### config.mk
export PLATFORM = sky130hd
export DESIGN_NAME = block_byte_fifo_with_thresholds
export DESIGN_NICKNAME = d
export VERILOG_FILES = /design/src/hw/rtl/bbf_pkg.sv /design/src/hw/rtl/bbf_store.sv /design/src/hw/rtl/block_byte_fifo_with_thresholds.sv
export SDC_FILE = /design/constraint.sdc
export NUM_CORES = 2
export LEC_CHECK = 0
export BUFFER_PORTS_ARGS = -buffer_cell sky130_fd_sc_hd__clkbuf_2
export CORE_MARGIN = 2
export CORE_UTILIZATION = 35
export DETAILED_ROUTE_END_ITERATION = 10
export PLACE_DENSITY_LB_ADDON = 0.2
export SYNTH_ARGS = -nofsm -noshare
export SYNTH_HDL_FRONTEND = slang
export SYNTH_SLANG_ARGS = --single-unit
### constraint.sdc
create_clock -name clk -period 3.8 [get_ports clk]
set_clock_uncertainty 0.15 [all_clocks]
set_input_delay 0.19 -clock clk [delete_from_list [all_inputs] [get_ports clk]]
set_output_delay 0.19 -clock clk [all_outputs]
set_load 0.03 [all_outputs]
### src/hw/rtl/bbf_pkg.sv
// Shared types and codes for the block byte FIFO with level thresholds.
// Used by bbf_store and block_byte_fifo_with_thresholds; no dependencies.
`timescale 1ns / 1ps
`default_nettype none

package bbf_pkg;

	// Field widths fixed by the item format
	localparam int CMD_W   = 2;
	localparam int LEN_W   = 7;
	localparam int BYTE_W  = 8;
	localparam int STAT_W  = 3;
	localparam int CNT_W   = 9;
	localparam int CFGI_W  = 2;

	// Commands
	localparam logic [CMD_W-1:0] CMD_WRITE_BEGIN = 2'd0;
	localparam logic [CMD_W-1:0] CMD_WRITE_BYTE  = 2'd1;
	localparam logic [CMD_W-1:0] CMD_READ_BLOCK  = 2'd2;
	localparam logic [CMD_W-1:0] CMD_UNUSED      = 2'd3;

	// Result status codes
	localparam logic [STAT_W-1:0] STAT_OK        = 3'd0;
	localparam logic [STAT_W-1:0] STAT_OVERFLOW  = 3'd1;
	localparam logic [STAT_W-1:0] STAT_UNDERFLOW = 3'd2;
	localparam logic [STAT_W-1:0] STAT_DISCARD   = 3'd3;
	localparam logic [STAT_W-1:0] STAT_STRAY     = 3'd4;

	// Configuration register indexes
	localparam logic [CFGI_W-1:0] CFG_READ_ALERT_ENABLE  = 2'd0;
	localparam logic [CFGI_W-1:0] CFG_READ_ALERT_LEVEL   = 2'd1;
	localparam logic [CFGI_W-1:0] CFG_WRITE_ALERT_ENABLE = 2'd2;
	localparam logic [CFGI_W-1:0] CFG_WRITE_ALERT_LEVEL  = 2'd3;

	typedef struct packed {
		logic [CMD_W-1:0]  command;
		logic [LEN_W-1:0]  block_length;
		logic [BYTE_W-1:0] data_byte;
	} item_t;

	typedef struct packed {
		logic [STAT_W-1:0] status;
		logic [BYTE_W-1:0] out_byte;
		logic              is_last;
		logic [CNT_W-1:0]  readable_count;
		logic [CNT_W-1:0]  writable_count;
		logic              data_alert;
		logic              space_alert;
	} result_t;

endpackage

`default_nettype wire

### src/hw/rtl/bbf_store.sv
// Byte store of the block FIFO: one write port, one read port, registered read data.
// Depends on bbf_pkg for the byte width.
`timescale 1ns / 1ps
`default_nettype none

module bbf_store #(
	parameter int DEPTH = 256,
	parameter int AW    = 8
) (
	input  wire logic                      clk,
	input  wire logic                      wr_en,
	input  wire logic [AW-1:0]             wr_addr,
	input  wire logic [bbf_pkg::BYTE_W-1:0] wr_data,
	input  wire logic                      rd_en,
	input  wire logic [AW-1:0]             rd_addr,
	output logic      [bbf_pkg::BYTE_W-1:0] rd_data
);
	import bbf_pkg::*;

	logic [BYTE_W-1:0] mem_q [DEPTH];

	// Store one byte per write
	always_ff @(posedge clk) begin
		if (wr_en) begin
			mem_q[wr_addr] <= wr_data;
		end
	end

	// Register read data; hold it while no read is issued
	always_ff @(posedge clk) begin
		if (rd_en) begin
			rd_data <= mem_q[rd_addr];
		end
	end

endmodule

`default_nettype wire

### src/hw/rtl/block_byte_fifo_with_thresholds.sv
// Top level of the block byte FIFO with level thresholds.
// Depends on bbf_pkg (types, codes) and bbf_store (byte memory).
`timescale 1ns / 1ps
`default_nettype none

// Circular byte FIFO with all-or-nothing block writes and block reads. A write-begin
// item reserves a block; the write-byte items that follow are stored (or discarded if
// the block was refused), one item per cycle while the output is not stalled, with one
// result beat each. A read item of length n produces n result beats, the last one marked,
// streamed one per cycle out of the single-port-read byte memory while the output is not
// stalled; the input stays stalled while the burst drains through the registered memory
// read. The input also stalls while a finished result waits in the output register and
// the output is stalled. Every beat reports the readable and writable counts after the
// item; data_alert and space_alert fire when a block completes and the enabled threshold
// is met. The memory needs no clearing pass.
// Configuration writes are always ready and should be issued only while idle.
module block_byte_fifo_with_thresholds #(
	parameter int CAPACITY  = 256,
	parameter int MAX_BLOCK = 64
) (
	input  wire logic                        clk,
	input  wire logic                        arst_n,
	input  wire logic                        item_valid,
	output logic                             item_stall,
	input  wire bbf_pkg::item_t              item,
	output logic                             result_valid,
	input  wire logic                        result_stall,
	output bbf_pkg::result_t                 result,
	input  wire logic                        cfg_valid,
	output logic                             cfg_ready,
	input  wire logic [bbf_pkg::CFGI_W-1:0]  cfg_index,
	input  wire logic [bbf_pkg::CNT_W-1:0]   cfg_data
);
	import bbf_pkg::*;

	localparam int PW    = (CAPACITY > 1) ? $clog2(CAPACITY) : 1;
	localparam int CW    = $clog2(CAPACITY + 1);
	localparam int CMP_W = (CW > CNT_W) ? CW : CNT_W;

	typedef enum logic {ST_IDLE, ST_READ} state_t;

	// Registers
	state_t            state_q;
	logic [PW-1:0]     rd_ptr_q, wr_ptr_q, raddr_q;
	logic [CW-1:0]     fill_q;
	logic [LEN_W-1:0]  pend_q, iss_left_q, emit_left_q;
	logic              disc_q, sal_q;
	logic              data_v_s1;
	logic              result_valid_q;
	result_t           result_q;
	logic              ra_en_q, wa_en_q;
	logic [CNT_W-1:0]  ra_lvl_q, wa_lvl_q;

	// Next-state logic
	logic              load_ok, accept, rd_en, beat_load;
	logic              imm_load, burst_go, mem_we;
	result_t           imm;
	logic [CW-1:0]     fill_nxt;
	logic [PW-1:0]     rd_ptr_nxt, wr_ptr_nxt;
	logic [LEN_W-1:0]  pend_nxt;
	logic              disc_nxt, sal_nxt;
	logic [CMP_W-1:0]  len_x, fill_x, wrbl_x;
	logic [BYTE_W-1:0] mem_rdata;

	function automatic logic [CMP_W-1:0] free_of(input logic [CW-1:0] f);
		logic [CMP_W-1:0] fx;
		fx = CMP_W'(f);
		return CMP_W'(CAPACITY) - fx;
	endfunction

	function automatic logic data_alert_of(input logic [CW-1:0] f, input logic en,
		input logic [CNT_W-1:0] lvl);
		return en && (CMP_W'(f) >= CMP_W'(lvl));
	endfunction

	function automatic logic space_alert_of(input logic [CW-1:0] f, input logic en,
		input logic [CNT_W-1:0] lvl);
		return en && (free_of(f) >= CMP_W'(lvl));
	endfunction

	assign cfg_ready    = 1'b1;
	assign load_ok      = !result_valid_q || !result_stall;
	assign item_stall   = (state_q != ST_IDLE) || !load_ok;
	assign accept       = item_valid && !item_stall;
	assign rd_en        = (state_q == ST_READ) && (iss_left_q != '0) && (!data_v_s1 || load_ok);
	assign beat_load    = data_v_s1 && load_ok;
	assign result_valid = result_valid_q;
	assign result       = result_q;

	assign len_x  = CMP_W'(item.block_length);
	assign fill_x = CMP_W'(fill_q);
	assign wrbl_x = free_of(fill_q);

	// Decode the accepted item: immediate result and state updates
	always_comb begin
		logic [CMP_W-1:0] fill_nxt_x;
		logic [CMP_W-1:0] free_nxt_x;
		imm        = '0;
		imm.is_last = 1'b1;
		imm_load   = 1'b0;
		burst_go   = 1'b0;
		mem_we     = 1'b0;
		fill_nxt   = fill_q;
		rd_ptr_nxt = rd_ptr_q;
		wr_ptr_nxt = wr_ptr_q;
		pend_nxt   = pend_q;
		disc_nxt   = disc_q;
		sal_nxt    = sal_q;
		if (accept) begin
			unique case (item.command)
				CMD_WRITE_BEGIN: begin
					imm_load = 1'b1;
					if (pend_q != '0) begin
						imm.status = STAT_OVERFLOW;
					end else if (len_x > CMP_W'(MAX_BLOCK) || len_x > wrbl_x) begin
						pend_nxt   = item.block_length;
						disc_nxt   = (item.block_length != '0);
						imm.status = STAT_OVERFLOW;
					end else begin
						pend_nxt       = item.block_length;
						disc_nxt       = 1'b0;
						imm.status     = STAT_OK;
						imm.data_alert = (item.block_length == '0) &&
							data_alert_of(fill_q, ra_en_q, ra_lvl_q);
					end
				end
				CMD_WRITE_BYTE: begin
					imm_load = 1'b1;
					if (pend_q == '0) begin
						imm.status = STAT_STRAY;
					end else begin
						pend_nxt = pend_q - LEN_W'(1);
						if (disc_q) begin
							disc_nxt   = (pend_nxt != '0);
							imm.status = STAT_DISCARD;
						end else begin
							if (fill_x < CMP_W'(CAPACITY)) begin
								mem_we     = 1'b1;
								wr_ptr_nxt = wr_ptr_q + PW'(1);
								fill_nxt   = fill_q + CW'(1);
							end
							imm.status     = STAT_OK;
							imm.data_alert = (pend_nxt == '0) &&
								data_alert_of(fill_nxt, ra_en_q, ra_lvl_q);
						end
					end
				end
				CMD_READ_BLOCK: begin
					if (len_x > CMP_W'(MAX_BLOCK) || len_x > fill_x) begin
						imm_load   = 1'b1;
						imm.status = STAT_UNDERFLOW;
					end else begin
						fill_nxt   = fill_q - len_x[CW-1:0];
						rd_ptr_nxt = rd_ptr_q + len_x[PW-1:0];
						sal_nxt    = space_alert_of(fill_nxt, wa_en_q, wa_lvl_q);
						if (item.block_length == '0) begin
							imm_load        = 1'b1;
							imm.status      = STAT_OK;
							imm.space_alert = sal_nxt;
						end else begin
							burst_go = 1'b1;
						end
					end
				end
				CMD_UNUSED: begin
					imm_load = 1'b0;
				end
			endcase
		end
		fill_nxt_x         = CMP_W'(fill_nxt);
		free_nxt_x         = free_of(fill_nxt);
		imm.readable_count = fill_nxt_x[CNT_W-1:0];
		imm.writable_count = free_nxt_x[CNT_W-1:0];
	end

	// Hold control state, burst counters and the output register
	always_ff @(posedge clk or negedge arst_n) begin
		logic [CMP_W-1:0] fq_x;
		logic [CMP_W-1:0] fr_x;
		if (!arst_n) begin
			state_q        <= ST_IDLE;
			rd_ptr_q       <= '0;
			wr_ptr_q       <= '0;
			raddr_q        <= '0;
			fill_q         <= '0;
			pend_q         <= '0;
			disc_q         <= 1'b0;
			sal_q          <= 1'b0;
			iss_left_q     <= '0;
			emit_left_q    <= '0;
			data_v_s1      <= 1'b0;
			result_valid_q <= 1'b0;
			result_q       <= '0;
		end else begin
			fq_x = CMP_W'(fill_q);
			fr_x = free_of(fill_q);
			rd_ptr_q <= rd_ptr_nxt;
			wr_ptr_q <= wr_ptr_nxt;
			fill_q   <= fill_nxt;
			pend_q   <= pend_nxt;
			disc_q   <= disc_nxt;
			sal_q    <= sal_nxt;

			// Start a read burst from the old read pointer
			if (burst_go) begin
				state_q     <= ST_READ;
				raddr_q     <= rd_ptr_q;
				iss_left_q  <= item.block_length;
				emit_left_q <= item.block_length;
			end

			// Advance the memory read side
			if (rd_en) begin
				raddr_q    <= raddr_q + PW'(1);
				iss_left_q <= iss_left_q - LEN_W'(1);
			end
			data_v_s1 <= rd_en || (data_v_s1 && !load_ok);

			// Load the output register from a burst beat or an immediate result
			if (beat_load) begin
				result_valid_q          <= 1'b1;
				result_q.status         <= STAT_OK;
				result_q.out_byte       <= mem_rdata;
				result_q.is_last        <= (emit_left_q == LEN_W'(1));
				result_q.readable_count <= fq_x[CNT_W-1:0];
				result_q.writable_count <= fr_x[CNT_W-1:0];
				result_q.data_alert     <= 1'b0;
				result_q.space_alert    <= (emit_left_q == LEN_W'(1)) && sal_q;
				emit_left_q             <= emit_left_q - LEN_W'(1);
				if (emit_left_q == LEN_W'(1)) begin
					state_q <= ST_IDLE;
				end
			end else if (imm_load) begin
				result_valid_q <= 1'b1;
				result_q       <= imm;
			end else if (!result_stall) begin
				result_valid_q <= 1'b0;
			end
		end
	end

	// Configuration registers
	always_ff @(posedge clk or negedge arst_n) begin
		if (!arst_n) begin
			ra_en_q  <= 1'b0;
			ra_lvl_q <= '0;
			wa_en_q  <= 1'b0;
			wa_lvl_q <= '0;
		end else if (cfg_valid && cfg_ready) begin
			unique case (cfg_index)
				CFG_READ_ALERT_ENABLE:  ra_en_q  <= cfg_data[0];
				CFG_READ_ALERT_LEVEL:   ra_lvl_q <= cfg_data;
				CFG_WRITE_ALERT_ENABLE: wa_en_q  <= cfg_data[0];
				CFG_WRITE_ALERT_LEVEL:  wa_lvl_q <= cfg_data;
			endcase
		end
	end

	bbf_store #(
		.DEPTH (CAPACITY),
		.AW    (PW)
	) u_store (
		.clk     (clk),
		.wr_en   (mem_we),
		.wr_addr (wr_ptr_q),
		.wr_data (item.data_byte),
		.rd_en   (rd_en),
		.rd_addr (raddr_q),
		.rd_data (mem_rdata)
	);

	// Pointers and fill level stay consistent
	a_ptr_fill: assert property (@(posedge clk) disable iff (!arst_n)
		(wr_ptr_q - rd_ptr_q) == fill_q[PW-1:0])
		else $error("pointer distance does not match fill level");

	a_fill_max: assert property (@(posedge clk) disable iff (!arst_n)
		CMP_W'(fill_q) <= CMP_W'(CAPACITY))
		else $error("fill level above capacity");

	// No burst work outstanding while idle
	a_idle_quiet: assert property (@(posedge clk) disable iff (!arst_n)
		(state_q == ST_IDLE) |-> (emit_left_q == '0 && iss_left_q == '0 && !data_v_s1))
		else $error("burst activity while idle");

	// A beat that cannot be loaded keeps its memory data
	a_beat_hold: assert property (@(posedge clk) disable iff (!arst_n)
		(data_v_s1 && !load_ok) |=> (data_v_s1 && $stable(mem_rdata)))
		else $error("stalled read beat lost");

endmodule

`default_nettype wire
==> run summary <==
Total leakage power -> 34.2 nW
Maximum clock insertion buffer count -> 3
Pin count of the biggest net entering global routing -> 130
Total Routing Usage GR -> 17.8%
Endpoints failing setup -> 0
Number of global-route vias before repair -> 44018
Placed insts -> 7700
Number of inserted filler cells in the final layout -> 21056
Clock latency at the later pin of the worst-skew pair -> 0.87 ns
Number of nets in the layout -> 4880
Fmax -> 0.264 GHz
Core utilization of the finished layout -> 42.8%
Post-Synthesis Net Count -> 4190
Routed length per placed instance -> 27.4 µm
Antenna violations before repair -> 13
DR pass1 iterations -> 5
Post-synthesis register bit count -> 2166
Critical hold path startpoint -> cfg_index[1]
Horizontal extent of the die -> 501 µm
H-tree level count -> 4
Mean instance size in the synthesized netlist -> 21.1 µm²
Warnings from Yosys -> 0
Flip-flop cell with the highest count after synthesis -> sky130_fd_sc_hd__edfxtp_1
Status -> complete, no violations
Number of synthesized flops with an enable pin -> 2056
Portion of the post-synthesis area used by sequential elements -> 74.7%
Critical Path AT -> 4.20 ns
Setup CP Type -> flip-flop to flip-flop
Routability cong. -> 0.803
Final number of hold-violating endpoints -> 0
Root Driver -> sky130_fd_sc_hd__clkbuf_16
Sink Count -> 2166
Worst voltage drop across the vdd grid -> 0.475 mV
Final Max Tran Viols -> 0
Layout cell share with drive strength beyond 1 -> 37.2%
Post-route non-filler standard cell count -> 8182
Number of CTS-inserted buffers -> 224
Library cell with the largest summed area after synthesis -> sky130_fd_sc_hd__edfxtp_1
Total global routing overflow -> 0
R2r setup slk -> 0.01 ns
Number of DRC violations after detailed routing -> 0
Transition time at the pin with the least slew margin -> 1.09 ns
Crit share post-route -> 99.7%
Critical register-to-register path startpoint -> fill_q[1]
Critical path data required time -> 4.21 ns
Cell area after synthesis -> 0.0864 mm²
CP Capture Type -> flip-flop
Fin Hold WS -> 0.114 ns
Drt initial violations -> 4054
Cell with the most instances after synthesis -> sky130_fd_sc_hd__edfxtp_1
Max FO, Critical Path -> 11
Critical R2R Capture -> u_store.mem_q[145][5]
Pwr/cell area -> 666 mW/mm²
Post-route minimum period -> 3.79 ns
WL final -> 224000 µm
Placement row count -> 182
Register-to-Register Path Depth -> 16
Most numerous cell types in the synthesized netlist -> sky130_fd_sc_hd__edfxtp_1 (2056), sky130_fd_sc_hd__mux4_2 (671), sky130_fd_sc_hd__nor2_1 (319)
Crit start category -> flip-flop
Max_slew headroom -> 27.4%
Detail Route Antenna Nets -> 0
Number of standard cells after synthesis -> 4087
Setup repair after global routing missed its margin -> true
Initial standard-cell utilization of the core -> 35.2%
Area delta synth->final -> 21.9%
Hold/Removal Path Class -> input pin to flip-flop
Count of cells along the worst hold path -> 4
Input/output buffers -> 66
Average via count per standard cell -> 5.25
Vias -> 42977
Hpwl dp -> 143000 µm
Die Y -> 501 µm
Clock transition at the registers of the reported paths -> 0.06 ns
Floorplan die area -> 0.251 mm²
TritonCTS clock tree -> built
Hold Path Sink -> wa_en_q
First-pass GRT wire length -> 323000 µm
Synth top area cells -> sky130_fd_sc_hd__edfxtp_1 (71%), sky130_fd_sc_hd__mux4_2 (17%), sky130_fd_sc_hd__dfrtp_1 (3.2%)
Share of synthesized flip-flops with an asynchronous set or reset -> 5.08%
Standard cell core area -> 0.246 mm²
Unique masters post-synth -> 74
I/O pins -> 68
MaxCap Viol Count -> 0
Share of the synthesized area in the top cell type -> 71.5%
==> state kept, by name, indices dropped and copies added (netlist names), 7 cells and up <==
register and flops:
u_store.mem_q 2048, result 31, fill_q 9, ra_lvl_q 9
wa_lvl_q 9, raddr_q 8, rd_ptr_q 8, u_store.rd_data 8
wr_ptr_q 8, emit_left_q 7, iss_left_q 7, pend_q 7
==> how the worst max path moves through the flow <==
| stage | depth (start not counted) | end | start |
|---|---|---|---|
| after floorplan | 18 | result[0] | fill_q[0] |
| after global placement | 16 | u_store.mem_q[146][5] | fill_q[1] |
| after detailed placement | 15 | u_store.mem_q[174][5] | fill_q[0] |
| after CTS | 17 | result[0] | fill_q[0] |
| after global routing | 19 | result[1] | fill_q[0] |
| final | 16 | u_store.mem_q[145][5] | fill_q[1] |
==> repair_timing <==
item,in CTS,in global routing
endpoints found under the hold margin,1651,0
hold buffers,55,0
pin swaps,7,18
gates cloned,1,1
gates resized for setup,40,76
endpoints found under the setup margin,483,1290
setup buffers,9,5
==> critical path, stage by stage (launching register included) <==
cell and delay (ns):
sky130_fd_sc_hd__dfrtp_2 0.41, sky130_fd_sc_hd__inv_2 0.07, sky130_fd_sc_hd__ha_4 0.16, sky130_fd_sc_hd__nand2_2 0.06
sky130_fd_sc_hd__or2_4 0.11, sky130_fd_sc_hd__nor4_2 0.04, sky130_fd_sc_hd__ha_2 0.20, sky130_fd_sc_hd__or4_4 0.41
sky130_fd_sc_hd__o32a_4 0.42, sky130_fd_sc_hd__buf_4 0.17, sky130_fd_sc_hd__nor3_4 0.15, sky130_fd_sc_hd__buf_12 0.18
sky130_fd_sc_hd__buf_4 0.13, sky130_fd_sc_hd__nand3_2 0.12, sky130_fd_sc_hd__buf_12 0.23, sky130_fd_sc_hd__nor2_1 0.20
sky130_fd_sc_hd__buf_4 0.22
==> cell type report <==
cell class / count / area [µm²] / share of cell area, %
Clock inverter: 134 / 1420 / 1.35
Sequential cell: 2166 / 64500 / 61.3
Multi-Input combinational cell: 1635 / 21800 / 20.7
Clock buffer: 273 / 5920 / 5.63
Tap cell: 3220 / 4030 / 3.83
Inverter: 58 / 220 / 0.209
Timing Repair Buffer: 692 / 7400 / 7.03
Antenna cell: 4 / 10.0 / 0.00951
==> report_power, final <==
group          leakage [nW]  internal, W  switching [W]
registers              19.8       0.0267       0.000634
logic                  10.8      0.00985         0.0109
clock network          3.58       0.0127        0.00932
==> logic make-up after synthesis <==
group           share of synthesized area, %
xor+xnor                               0.477
other cells                          0.00434
buf+inv                                 1.30
simple gates                            2.98
fa+ha+maj                               1.03
compound gates                          1.75
flops                                   74.7
mux                                     17.8
==> layout by cell type, fill, tap and decap left out, types with 63 or more instances in the layout <==
cell / Yosys / layout
sky130_fd_sc_hd__clkbuf_16: 0 / 229
sky130_fd_sc_hd__edfxtp_1: 2056 / 2056
sky130_fd_sc_hd__nor2_4: 0 / 74
sky130_fd_sc_hd__ha_1: 68 / 63
sky130_fd_sc_hd__nor2_1: 319 / 187
sky130_fd_sc_hd__dfrtp_1: 110 / 104
sky130_fd_sc_hd__buf_12: 0 / 157
sky130_fd_sc_hd__nand2_1: 123 / 121
sky130_fd_sc_hd__buf_4: 2 / 375
sky130_fd_sc_hd__mux4_2: 671 / 671
==> through the flow <==
| stage | TNS [ns] | area, µm² | setup slack [ns] | power [W] |
|---|---|---|---|---|
| CTS | -0.0841 | 105000 | -0.0566 | 0.0710 |
| floorplan | -0.00819 | 87000 | -0.00819 | 0.0404 |
| global placement | -17.17 | 96800 | -0.178 | 0.0486 |
| finish | 0 | 105000 | 0.0125 | 0.0701 |
| detailed placement | -16.16 | 96800 | -0.174 | 0.0487 |
| global route | -20.01 | 105000 | -0.109 | 0.0728 |
==> per-layer routing <==
metal	global-route usage, %	up-vias	wire (µm)
met2	28.7	1063	108000
li1	-	18353	-
met5	0	-	0
met4	4.09	0	4810
met1	25.6	23293	101000
met3	2.61	268	10700
(Power assumes the default switching activity.)
